===== src/rtl/bevel_rect_pixel_painter_top_defines.svh =====
// assertion macros for the bevel rectangle pixel painter
`ifndef BEVEL_RECT_PIXEL_PAINTER_TOP_DEFINES_SVH
`define BEVEL_RECT_PIXEL_PAINTER_TOP_DEFINES_SVH

// same-cycle implication, sampled on clk, off while in reset
`define BRPP_ASSERT_NOW(label, ante, cons) \
	label: assert property (@(posedge clk) disable iff (!arst_n) (ante) |-> (cons)) \
		else $error("brpp assertion failed");

// next-cycle implication, sampled on clk, off while in reset
`define BRPP_ASSERT_NEXT(label, ante, cons) \
	label: assert property (@(posedge clk) disable iff (!arst_n) (ante) |=> (cons)) \
		else $error("brpp assertion failed");

`endif


===== src/rtl/brpp_pkg.sv =====
// shared types and constants for the bevel rectangle pixel painter
package brpp_pkg;

	localparam int COORD_BITS = 12;
	localparam int PIXEL_BITS = 32;
	localparam int ADDR_BITS  = 24;
	// signed width for band bounds: 13-bit bound plus 12-bit edge, no wrap
	localparam int SEXT_BITS  = COORD_BITS + 3;
	localparam int CFG_IDX_BITS  = 3;
	localparam int CFG_DATA_BITS = 32;

	// configuration register indexes
	localparam logic [CFG_IDX_BITS-1:0] REG_ROW_STRIDE  = 3'd0;
	localparam logic [CFG_IDX_BITS-1:0] REG_RECT_LEFT   = 3'd1;
	localparam logic [CFG_IDX_BITS-1:0] REG_RECT_TOP    = 3'd2;
	localparam logic [CFG_IDX_BITS-1:0] REG_RECT_RIGHT  = 3'd3;
	localparam logic [CFG_IDX_BITS-1:0] REG_RECT_BOTTOM = 3'd4;
	localparam logic [CFG_IDX_BITS-1:0] REG_EDGE_WIDTH  = 3'd5;
	localparam logic [CFG_IDX_BITS-1:0] REG_FORE_COLOR  = 3'd6;
	localparam logic [CFG_IDX_BITS-1:0] REG_BACK_COLOR  = 3'd7;

	localparam logic [COORD_BITS:0] ROW_STRIDE_RESET = 13'd4096;

	// request modes
	localparam logic MODE_FILL  = 1'b0;
	localparam logic MODE_BEVEL = 1'b1;

	typedef struct packed {
		logic                  req_type;
		logic [COORD_BITS-1:0] pix_x;
		logic [COORD_BITS-1:0] pix_y;
	} req_t;

	typedef struct packed {
		logic                  write_enable;
		logic [ADDR_BITS-1:0]  frame_address;
		logic [PIXEL_BITS-1:0] pixel_color;
	} rsp_t;

	typedef struct packed {
		logic [COORD_BITS:0]   row_stride;
		logic [COORD_BITS:0]   rect_left;
		logic [COORD_BITS:0]   rect_top;
		logic [COORD_BITS:0]   rect_right;
		logic [COORD_BITS:0]   rect_bottom;
		logic [COORD_BITS-1:0] edge_width;
		logic [PIXEL_BITS-1:0] fore_color;
		logic [PIXEL_BITS-1:0] back_color;
	} cfg_t;

endpackage


===== src/rtl/bevel_rect_pixel_painter_top.sv =====
// top level: config registers, input register, classifier and result register
// an accepted transaction passes through the input register, then its result through the result register
// throughput: one pixel per clock while rsp_ready is not held low, set by the input and result registers
// the single multiply and band compares sit between the two registers
// reset clears both valid flags and loads the register reset values
// (row stride 4096, everything else zero)
`include "bevel_rect_pixel_painter_top_defines.svh"

module bevel_rect_pixel_painter_top (
	input  logic                                clk,
	input  logic                                arst_n,
	input  logic                                req_valid,
	output logic                                req_ready,
	input  brpp_pkg::req_t                      req,
	output logic                                rsp_valid,
	input  logic                                rsp_ready,
	output brpp_pkg::rsp_t                      rsp,
	input  logic                                cfg_we,
	input  logic [brpp_pkg::CFG_IDX_BITS-1:0]   cfg_index,
	input  logic [brpp_pkg::CFG_DATA_BITS-1:0]  cfg_data
);

	localparam int CB = brpp_pkg::COORD_BITS;
	localparam int PB = brpp_pkg::PIXEL_BITS;

	brpp_pkg::cfg_t cfg_q;
	brpp_pkg::req_t req_s1;
	brpp_pkg::rsp_t rsp_next;
	brpp_pkg::rsp_t rsp_s2;
	logic v_s1;
	logic v_s2;
	logic adv;
	logic req_fire;

	// configuration register writes
	always_ff @(posedge clk or negedge arst_n) begin
		if (!arst_n) begin
			cfg_q.row_stride  <= brpp_pkg::ROW_STRIDE_RESET;
			cfg_q.rect_left   <= '0;
			cfg_q.rect_top    <= '0;
			cfg_q.rect_right  <= '0;
			cfg_q.rect_bottom <= '0;
			cfg_q.edge_width  <= '0;
			cfg_q.fore_color  <= '0;
			cfg_q.back_color  <= '0;
		end else if (cfg_we) begin
			unique case (cfg_index)
				brpp_pkg::REG_ROW_STRIDE:  cfg_q.row_stride  <= cfg_data[CB:0];
				brpp_pkg::REG_RECT_LEFT:   cfg_q.rect_left   <= cfg_data[CB:0];
				brpp_pkg::REG_RECT_TOP:    cfg_q.rect_top    <= cfg_data[CB:0];
				brpp_pkg::REG_RECT_RIGHT:  cfg_q.rect_right  <= cfg_data[CB:0];
				brpp_pkg::REG_RECT_BOTTOM: cfg_q.rect_bottom <= cfg_data[CB:0];
				brpp_pkg::REG_EDGE_WIDTH:  cfg_q.edge_width  <= cfg_data[CB-1:0];
				brpp_pkg::REG_FORE_COLOR:  cfg_q.fore_color  <= cfg_data[PB-1:0];
				brpp_pkg::REG_BACK_COLOR:  cfg_q.back_color  <= cfg_data[PB-1:0];
			endcase
		end
	end

	// pipeline moves whenever the result slot is free or being taken
	assign adv       = !v_s2 || rsp_ready;
	assign req_ready = adv || !v_s1;
	assign req_fire  = req_valid && req_ready;

	// valid flags
	always_ff @(posedge clk or negedge arst_n) begin
		if (!arst_n) begin
			v_s1 <= 1'b0;
			v_s2 <= 1'b0;
		end else begin
			if (req_ready) begin
				v_s1 <= req_valid;
			end
			if (adv) begin
				v_s2 <= v_s1;
			end
		end
	end

	// payload registers
	always_ff @(posedge clk) begin
		if (req_fire) begin
			req_s1 <= req;
		end
		if (adv && v_s1) begin
			rsp_s2 <= rsp_next;
		end
	end

	brpp_classify u_classify (
		.req (req_s1),
		.cfg (cfg_q),
		.rsp (rsp_next)
	);

	assign rsp_valid = v_s2;
	assign rsp       = rsp_s2;

	// checks
	`BRPP_ASSERT_NEXT(a_accept_fills_s1, req_fire, v_s1)
	`BRPP_ASSERT_NEXT(a_s1_moves_to_empty_out, v_s1 && !v_s2, v_s2)
	`BRPP_ASSERT_NOW(a_stall_only_when_full, !req_ready, v_s1 && v_s2)
	`BRPP_ASSERT_NOW(a_unpainted_black, v_s2 && !rsp_s2.write_enable, rsp_s2.pixel_color == '0)

endmodule


===== src/rtl/brpp_classify.sv =====
// per-pixel region classification, colour pick and frame address
module brpp_classify (
	input  brpp_pkg::req_t req,
	input  brpp_pkg::cfg_t cfg,
	output brpp_pkg::rsp_t rsp
);

	localparam int SW = brpp_pkg::SEXT_BITS;

	logic signed [SW-1:0] x, y, l, t, r, b, e;
	logic signed [SW-1:0] le, te, re, be;
	logic signed [SW-1:0] tdx, tdy, bdx, bdy;
	logic left_hit, top_hit, right_hit, bottom_hit;
	logic tr_hit, bl_hit, tr_wins, use_tr, use_bl;
	logic tr_fore, bl_fore;
	logic fill_hit;
	logic [2*brpp_pkg::COORD_BITS:0] row_offset;
	logic [brpp_pkg::ADDR_BITS-1:0] addr_sum;

	function automatic logic in_box(
		input logic signed [SW-1:0] px, input logic signed [SW-1:0] py,
		input logic signed [SW-1:0] bl, input logic signed [SW-1:0] bt,
		input logic signed [SW-1:0] br, input logic signed [SW-1:0] bb
	);
		in_box = (px >= bl) && (px < br) && (py >= bt) && (py < bb);
	endfunction

	// widen everything to signed so bounds never wrap
	assign x = $signed({3'b000, req.pix_x});
	assign y = $signed({3'b000, req.pix_y});
	assign l = $signed({2'b00, cfg.rect_left});
	assign t = $signed({2'b00, cfg.rect_top});
	assign r = $signed({2'b00, cfg.rect_right});
	assign b = $signed({2'b00, cfg.rect_bottom});
	assign e = $signed({3'b000, cfg.edge_width});

	assign le = l + e;
	assign te = t + e;
	assign re = r - e;
	assign be = b - e;

	// band membership
	assign fill_hit   = in_box(x, y, l, t, r, b);
	assign left_hit   = in_box(x, y, l, t, le, be);
	assign top_hit    = in_box(x, y, le, t, re, te);
	assign right_hit  = in_box(x, y, re, te, r, b);
	assign bottom_hit = in_box(x, y, le, be, re, b);

	// corner squares and their offsets
	assign tdx = x - re;
	assign tdy = y - t;
	assign bdx = x - l;
	assign bdy = y - be;
	assign tr_hit = in_box(x, y, re, t, r, te);
	assign bl_hit = in_box(x, y, l, be, le, b);

	// overlapping corners: the later raster-order offset within its corner wins, bottom-left on a tie
	assign tr_wins = (tdy > bdy) || ((tdy == bdy) && (tdx > bdx));
	assign use_tr  = tr_hit && (!bl_hit || tr_wins);
	assign use_bl  = bl_hit && (!tr_hit || !tr_wins);

	// diagonal split inside each corner
	assign tr_fore = (tdx + tdy) < e;
	assign bl_fore = (bdx + bdy) < e;

	// linear address, wraps at the address width
	assign row_offset = req.pix_y * cfg.row_stride;
	assign addr_sum = row_offset[brpp_pkg::ADDR_BITS-1:0]
		+ {{(brpp_pkg::ADDR_BITS-brpp_pkg::COORD_BITS){1'b0}}, req.pix_x};

	// fill mode: fore colour inside the box; bevel priority: corners, bottom and right, top and left
	always_comb begin
		rsp.write_enable  = 1'b0;
		rsp.pixel_color   = '0;
		rsp.frame_address = addr_sum;
		if (req.req_type == brpp_pkg::MODE_FILL) begin
			if (fill_hit) begin
				rsp.write_enable = 1'b1;
				rsp.pixel_color  = cfg.fore_color;
			end
		end else if (use_bl) begin
			rsp.write_enable = 1'b1;
			rsp.pixel_color  = bl_fore ? cfg.fore_color : cfg.back_color;
		end else if (use_tr) begin
			rsp.write_enable = 1'b1;
			rsp.pixel_color  = tr_fore ? cfg.fore_color : cfg.back_color;
		end else if (bottom_hit || right_hit) begin
			rsp.write_enable = 1'b1;
			rsp.pixel_color  = cfg.back_color;
		end else if (top_hit || left_hit) begin
			rsp.write_enable = 1'b1;
			rsp.pixel_color  = cfg.fore_color;
		end
	end

endmodule

===== config.mk =====
export PLATFORM = sky130hd
export DESIGN_NAME = bevel_rect_pixel_painter_top
export DESIGN_NICKNAME = d
export VERILOG_FILES = /design/src/rtl/brpp_pkg.sv /design/src/rtl/bevel_rect_pixel_painter_top.sv /design/src/rtl/brpp_classify.sv
export VERILOG_INCLUDE_DIRS = /design/src /design/src/rtl
export SDC_FILE = /design/constraint.sdc
export NUM_CORES = 1
export LEC_CHECK = 0
export ABC_CLOCK_PERIOD_IN_PS = 9250
export BUFFER_PORTS_ARGS = -buffer_cell sky130_fd_sc_hd__buf_2
export CAP_MARGIN = 15
export CORE_MARGIN = 5
export CORE_UTILIZATION = 60
export CTS_BUF_LIST = sky130_fd_sc_hd__clkbuf_4
export DETAILED_ROUTE_END_ITERATION = 8
export PLACE_DENSITY = 0.79
export SETUP_SLACK_MARGIN = 0.05
export SLEW_MARGIN = 20
export SYNTH_ARGS = -nofsm -noshare
export SYNTH_HDL_FRONTEND = slang
export SYNTH_SLANG_ARGS = --single-unit

===== constraint.sdc =====
create_clock -name clk -period 9.25 [get_ports clk]
set_clock_uncertainty 0.1 [all_clocks]
set_input_delay 1.85 -clock clk [delete_from_list [all_inputs] [get_ports clk]]
set_output_delay 1.85 -clock clk [all_outputs]
set_load 0.01 [all_outputs]

# [After elaboration in Yosys (flattened, before gate mapping)]
# Index checks and enable logic that the tools add are counted.
[word_totals] regBits=225 latch_bits=0 ramBits=0 romBits=0 in_bits=65 mem_count=0
[classes] add_sub_neg=11 mul=1 div=0 order_cmp=16 eq_ne=8 shift=0 n_mux=14 bitwise=0 reduce_logical=44
[ops] operator="$mux 32" count=8
[ops] operator="$ge 13x15->1" count=4
[ops] operator="$lt 13x15->1" count=4
[ops] operator="$add 15x15->15" count=2
[ops] operator="$gt 15x15->1" count=2
[ops] operator="$lt 15x13->1" count=2
[ops] operator="$sub 13x15->15" count=2
[ops] operator="$add 13x12->14" count=2
[ops] operator="$sub 12x13->14" count=2
[ops] operator="$sub 13x12->14" count=2
[ops] operator="$ge 12x13->1" count=2
[ops] operator="$lt 12x13->1" count=2
[ops] operator="$add 24x12->24" count=1
[ops] operator="$mul 12x13->24" count=1
[ops] operator="$logic_and 1x1->1" count=23
[ops] operator="$reduce_and 2->1" count=8
[ops] operator="$eq 15x15->1" count=1
[ops] operator="$eq 3x3->1 const B" count=4
[ops] operator="$logic_or 1x1->1" count=7
[ops] operator="$eq 3x2->1 const B" count=2
[ops] operator="$mux 1" count=6
[ops] operator="$logic_not 1->1" count=5
[ops] operator="$eq 3x1->1 const B" count=1
[ops] operator="$logic_not 3->1" count=1

# [Depth between registers and ports, before layout]
[depth] ltp_word=11 mapped_depth=31 ltp_nobuf=31

# [Hierarchy]
# From an unflattened synthesis, not the netlist that was laid out.
[hier_totals] cells_unflattened=2277 area_unflattened_um2=22597.9
[modules_own_cells] module="brpp_classify" n_inst=1 cells_each=1883 area_each_um2=14762.9 seq_area_each_um2=0.0
[modules_own_cells] module="bevel_rect_pixel_painter_top" n_inst=1 cells_each=394 area_each_um2=7835.0 seq_area_each_um2=6042.0

# [Worst setup path before layout]
# OpenSTA, ideal clock, no wires.
[synth_path] path_kind="reg2reg" from="reg cfg_q[65] in the netlist's numbering" to="reg rsp_s2, in the netlist rsp[0] (data pin)" setup_ps=257 arrival_ps=5742 required_time_ps=8893 setup_slack_ps=3151 stages_incl_launch_ff=30 path_buffers=1 path_cell_list="dfrtp_1 -> inv_1 -> ha_1 -> nor2b_1 -> o21a_1 -> o21ai_0 -> nand2b_1 -> a21oi_1 -> xnor2_1 -> ha_1 -> o21ai_0 -> nand2b_1 -> o41ai_1 -> inv_1 -> a21oi_1 -> xnor2_1 -> ha_1 -> and3_1 -> or2_2 -> o31a_1 -> o21ai_0 -> nand2b_1 -> maj3_1 -> a21oi_1 -> xnor3_1 -> a21oi_2 -> a311oi_1 -> nor4_4 -> buf_6 -> o2bb2ai_1"
[synth_rtl] element="start, declared" line="bevel_rect_pixel_painter_top.sv:26" rtl="brpp_pkg::cfg_t cfg_q;"
[synth_rtl] element="end signal, assigned" line="bevel_rect_pixel_painter_top.sv:86" rtl="rsp_s2 <= rsp_next;"
[synth_rtl] element="end, declared" line="bevel_rect_pixel_painter_top.sv:29" rtl="brpp_pkg::rsp_t rsp_s2;"

==> impl_table.tex <==
\begin{tabular}{lr}
\hline
Metric & Value \\
\hline
\multicolumn{2}{l}{\textbf{Outcome}} \\
Run status & complete, no violations \\
\multicolumn{2}{l}{\textbf{Floorplanning}} \\
Ports placed on the boundary & 124 \\
Starting Density & 60.8\% \\
Die width & 200 um \\
Die Ht & 200 um \\
Die Footprint & 0.0399 sq mm \\
Core footprint & 0.0356 sq mm \\
Number of rows in the core area & 69 \\
\multicolumn{2}{l}{\textbf{Global route}} \\
Global-route usage over all layers & 31.1\% \\
Number of global-route vias before repair & 17600 \\
Leftover overflow at the end of global routing & 0 \\
First-pass GRT wire length & 95300 um \\
Number of antenna violations at the first check in global routing & 5 \\
Pin count of the biggest net entering global routing & 91 \\
\multicolumn{2}{l}{\textbf{Layout}} \\
Top library cells by usage in the layout, fill and taps aside & 285 x ha\_1, 271 x inv\_1, 220 x nand2\_1, 142 x dfrtp\_1, 130 x fa\_1 \\
Post-layout instance area & 0.0235 sq mm \\
Most common library cell in the layout ignoring fill and taps & ha\_1 \\
Count of filler cells inserted in the layout & 2834 \\
Number of nets in the finished design & 2831 \\
Fraction of final layout cells with drive strength greater than 1 & 15.4\% \\
Layout overhead on the synthesized area & 8.64\% \\
\multicolumn{2}{l}{\textbf{Synthesis}} \\
Area share of the leading cell type in the synthesized netlist & 16.5\% \\
Portion of the post-synthesis area used by sequential elements & 28.0\% \\
Mean area per synthesized cell & 9.81 sq um \\
Number of distinct library cell variants in the gate-level netlist after synthesis & 80 \\
Biggest area consumer among synthesized cells & ha\_1 \\
Yosys reg bits & 225 \\
Main area contributors after synthesis & ha\_1 16\%, dfrtp\_1 16\%, fa\_1 12\% \\
Post-Syn Area & 0.0216 sq mm \\
Number of enable flip-flop cells after synthesis & 82 \\
Syn Nets & 2683 \\
Async set-or-reset flop fraction in the synthesized netlist & 63.6\% \\
Mapped Cells & 2203 \\
Syn. warnings & 0 \\
Most used flip-flop cell after synthesis & dfrtp\_1 \\
\multicolumn{2}{l}{\textbf{Detailed routing}} \\
Final routed wirelength across all metal layers & 61700 um \\
Antenna Nets Post-Route & 0 \\
Drt first-iter violations & 1398 \\
DRT Pass-1 Iters & 5 \\
Routed wire per std cell & 21.6 um \\
Avg Vias per Cell & 6.12 \\
Routed vias & 17500 \\
DR DRC count & 0 \\
\multicolumn{2}{l}{\textbf{Min path}} \\
Path category of the worst min-delay check & reg2reg \\
Hold\_sp & cfg\_q[14] \\
\multicolumn{2}{l}{\textbf{Flow run}} \\
Maximum Capacitance Violations & 0 \\
\multicolumn{2}{l}{\textbf{Worst setup path}} \\
Cell with the largest stage delay on the worst path & a31oi\_4 \\
Launch point of the worst path & cfg\_q[65] \\
Crit path kind & reg2reg \\
Crit path arrival time & 8.00 ns \\
Required time reported for the critical path endpoint & 9.79 ns \\
Delay of the slowest cell on the worst path & 0.90 ns \\
Nature of the critical path startpoint & flop \\
Critical register-to-register path startpoint & cfg\_q[65] \\
Crit path max fanout & 31 \\
CP Capture Type & flop \\
\multicolumn{2}{l}{\textbf{STA}} \\
Total negative setup slack & 0 ns \\
Worst hold slack across all endpoints & 0.406 ns \\
Worst Max-Slew Pin Slew & 1.10 ns \\
Highest Clock Rate & 0.134 GHz \\
Final Critical Period & 7.46 ns \\
Setup repair after global routing missed its margin & no \\
Fin crit share & 80.7\% \\
Worst relative slew slack & 26.8\% \\
Total setup violations reported at the end of the flow & 0 \\
Final number of max-transition violations & 0 \\
Final hold viol count & 0 \\
\multicolumn{2}{l}{\textbf{CTS}} \\
Count of clock tree sinks & 225 \\
CTS H-tree lvls & 2 \\
Post-CTS setup buffers & 0 \\
Root Driver & clkbuf\_4 \\
Post-CTS clock slew at the launch and capture registers of the worst setup and hold paths & 0.07 ns \\
Inserted Clock Buffers & 59 \\
Count of instances resized after the clock tree is built & 0 \\
Hold-fix buffers at CTS & 0 \\
TritonCTS clock tree & done \\
Clock network latency to the later pin of the worst-skew pair & 0.85 ns \\
Max Buffers Root-to-Sink & 3 \\
\multicolumn{2}{l}{\textbf{Place}} \\
RD Place Congestion & 0.962 \\
Detailed-placement wirelength estimate & 46800 um \\
Buffers on Ports & 123 \\
Placement Cell Area & 0.0227 sq mm \\
\hline
\end{tabular}
-- through the flow --
step	worst slack [ns]	instances	utilization, %
after global placement	2.03	2751	63.9
final	1.79	2860	66.0
after detailed placement	1.93	2751	63.9
after floorplan	3.15	2203	-
after CTS	1.87	2858	66.0
after global routing	1.24	2859	66.0
-- critical path, delay by kind of cell, from the launching register on --
family          cells  cell delay [ns]
compound gates     12             3.31
fa+ha+maj           4             1.33
simple gates        7             1.11
xor+xnor            3             0.57
flops               1             0.56
buf+inv             2             0.34
-- flip-flops by register name (all words and copies together) (netlist names) --
| name | flops |
|---|---|
| rsp_valid | 1 |
| cfg_q | 141 |
| rsp | 57 |
| req_s1 | 25 |
| v_s1 | 1 |
-- worst paths after layout --
| path | to | slack [ns] | cells past startpoint |
|---|---|---|---|
| worst max-delay path | rsp[3] | 1.79 | 28 |
| worst min-delay path | cfg_q[14] | 0.41 | 1 |
| worst max register to register | rsp[3] | 1.79 | 28 |
| worst min register to register | cfg_q[14] | 0.41 | 1 |
| max in group asynchronous | cfg_q[57] | 6.77 | 2 |
| min in group asynchronous | cfg_q[121] | 1.01 | 1 |
-- kinds of logic (layout without fill, tap and decap cells) --
logic type | after synthesis | count (layout) | share of synthesized area, %
buffers and inverters | 324 | 518 | 5.84
adders and majority gates | 418 | 418 | 28.7
xor gates and xnor gates | 122 | 122 | 5.08
and+or+nand+nor | 552 | 552 | 12.7
AOI/OAI and AO/OA | 453 | 453 | 14.1
other | 0 | 2 | 0
muxes | 109 | 109 | 5.66
DFF | 225 | 225 | 28.0
-- metal layers --
layer	vias to the layer above	GRT usage [%]	routed length, um
met5	-	0	27
met4	6	11.1	2190
met3	137	8.09	7030
met2	861	47.3	27100
met1	8517	43.6	25400
li1	7992	-	-
-- Yosys cell counts (10+ instances only) --
cell	number
ha_1	285
inv_1	271
nand2_1	220
dfrtp_1	142
fa_1	130
o21ai_0	108
mux2_2	106
a21oi_1	105
edfxtp_1	82
xnor2_1	72
nor2_1	67
and2_1	62
a21o_1	55
xor2_1	47
clkbuf_1	44
nand3_1	36
nand2b_1	34
o2bb2ai_1	32
nor3_1	27
nor2b_1	26
o21a_1	26
a211oi_1	17
nand4_1	15
o21bai_1	13
and3_1	11
o211ai_1	10
-- layout make-up --
cell class | instances | area (sq um) | share of cell area, %
multi-input combinational | 1654 | 14300 | 61.0
inverter | 271 | 1020 | 4.33
antenna | 2 | 5.00 | 0.0213
sequential | 225 | 6040 | 25.7
clock buffer | 82 | 616 | 2.62
timing repair buffer | 140 | 749 | 3.19
clock inverter | 25 | 143 | 0.607
tap | 461 | 577 | 2.46
Power is not shown: default switching activity piles up to over one toggle a cycle in this logic, so the estimate is an artifact.
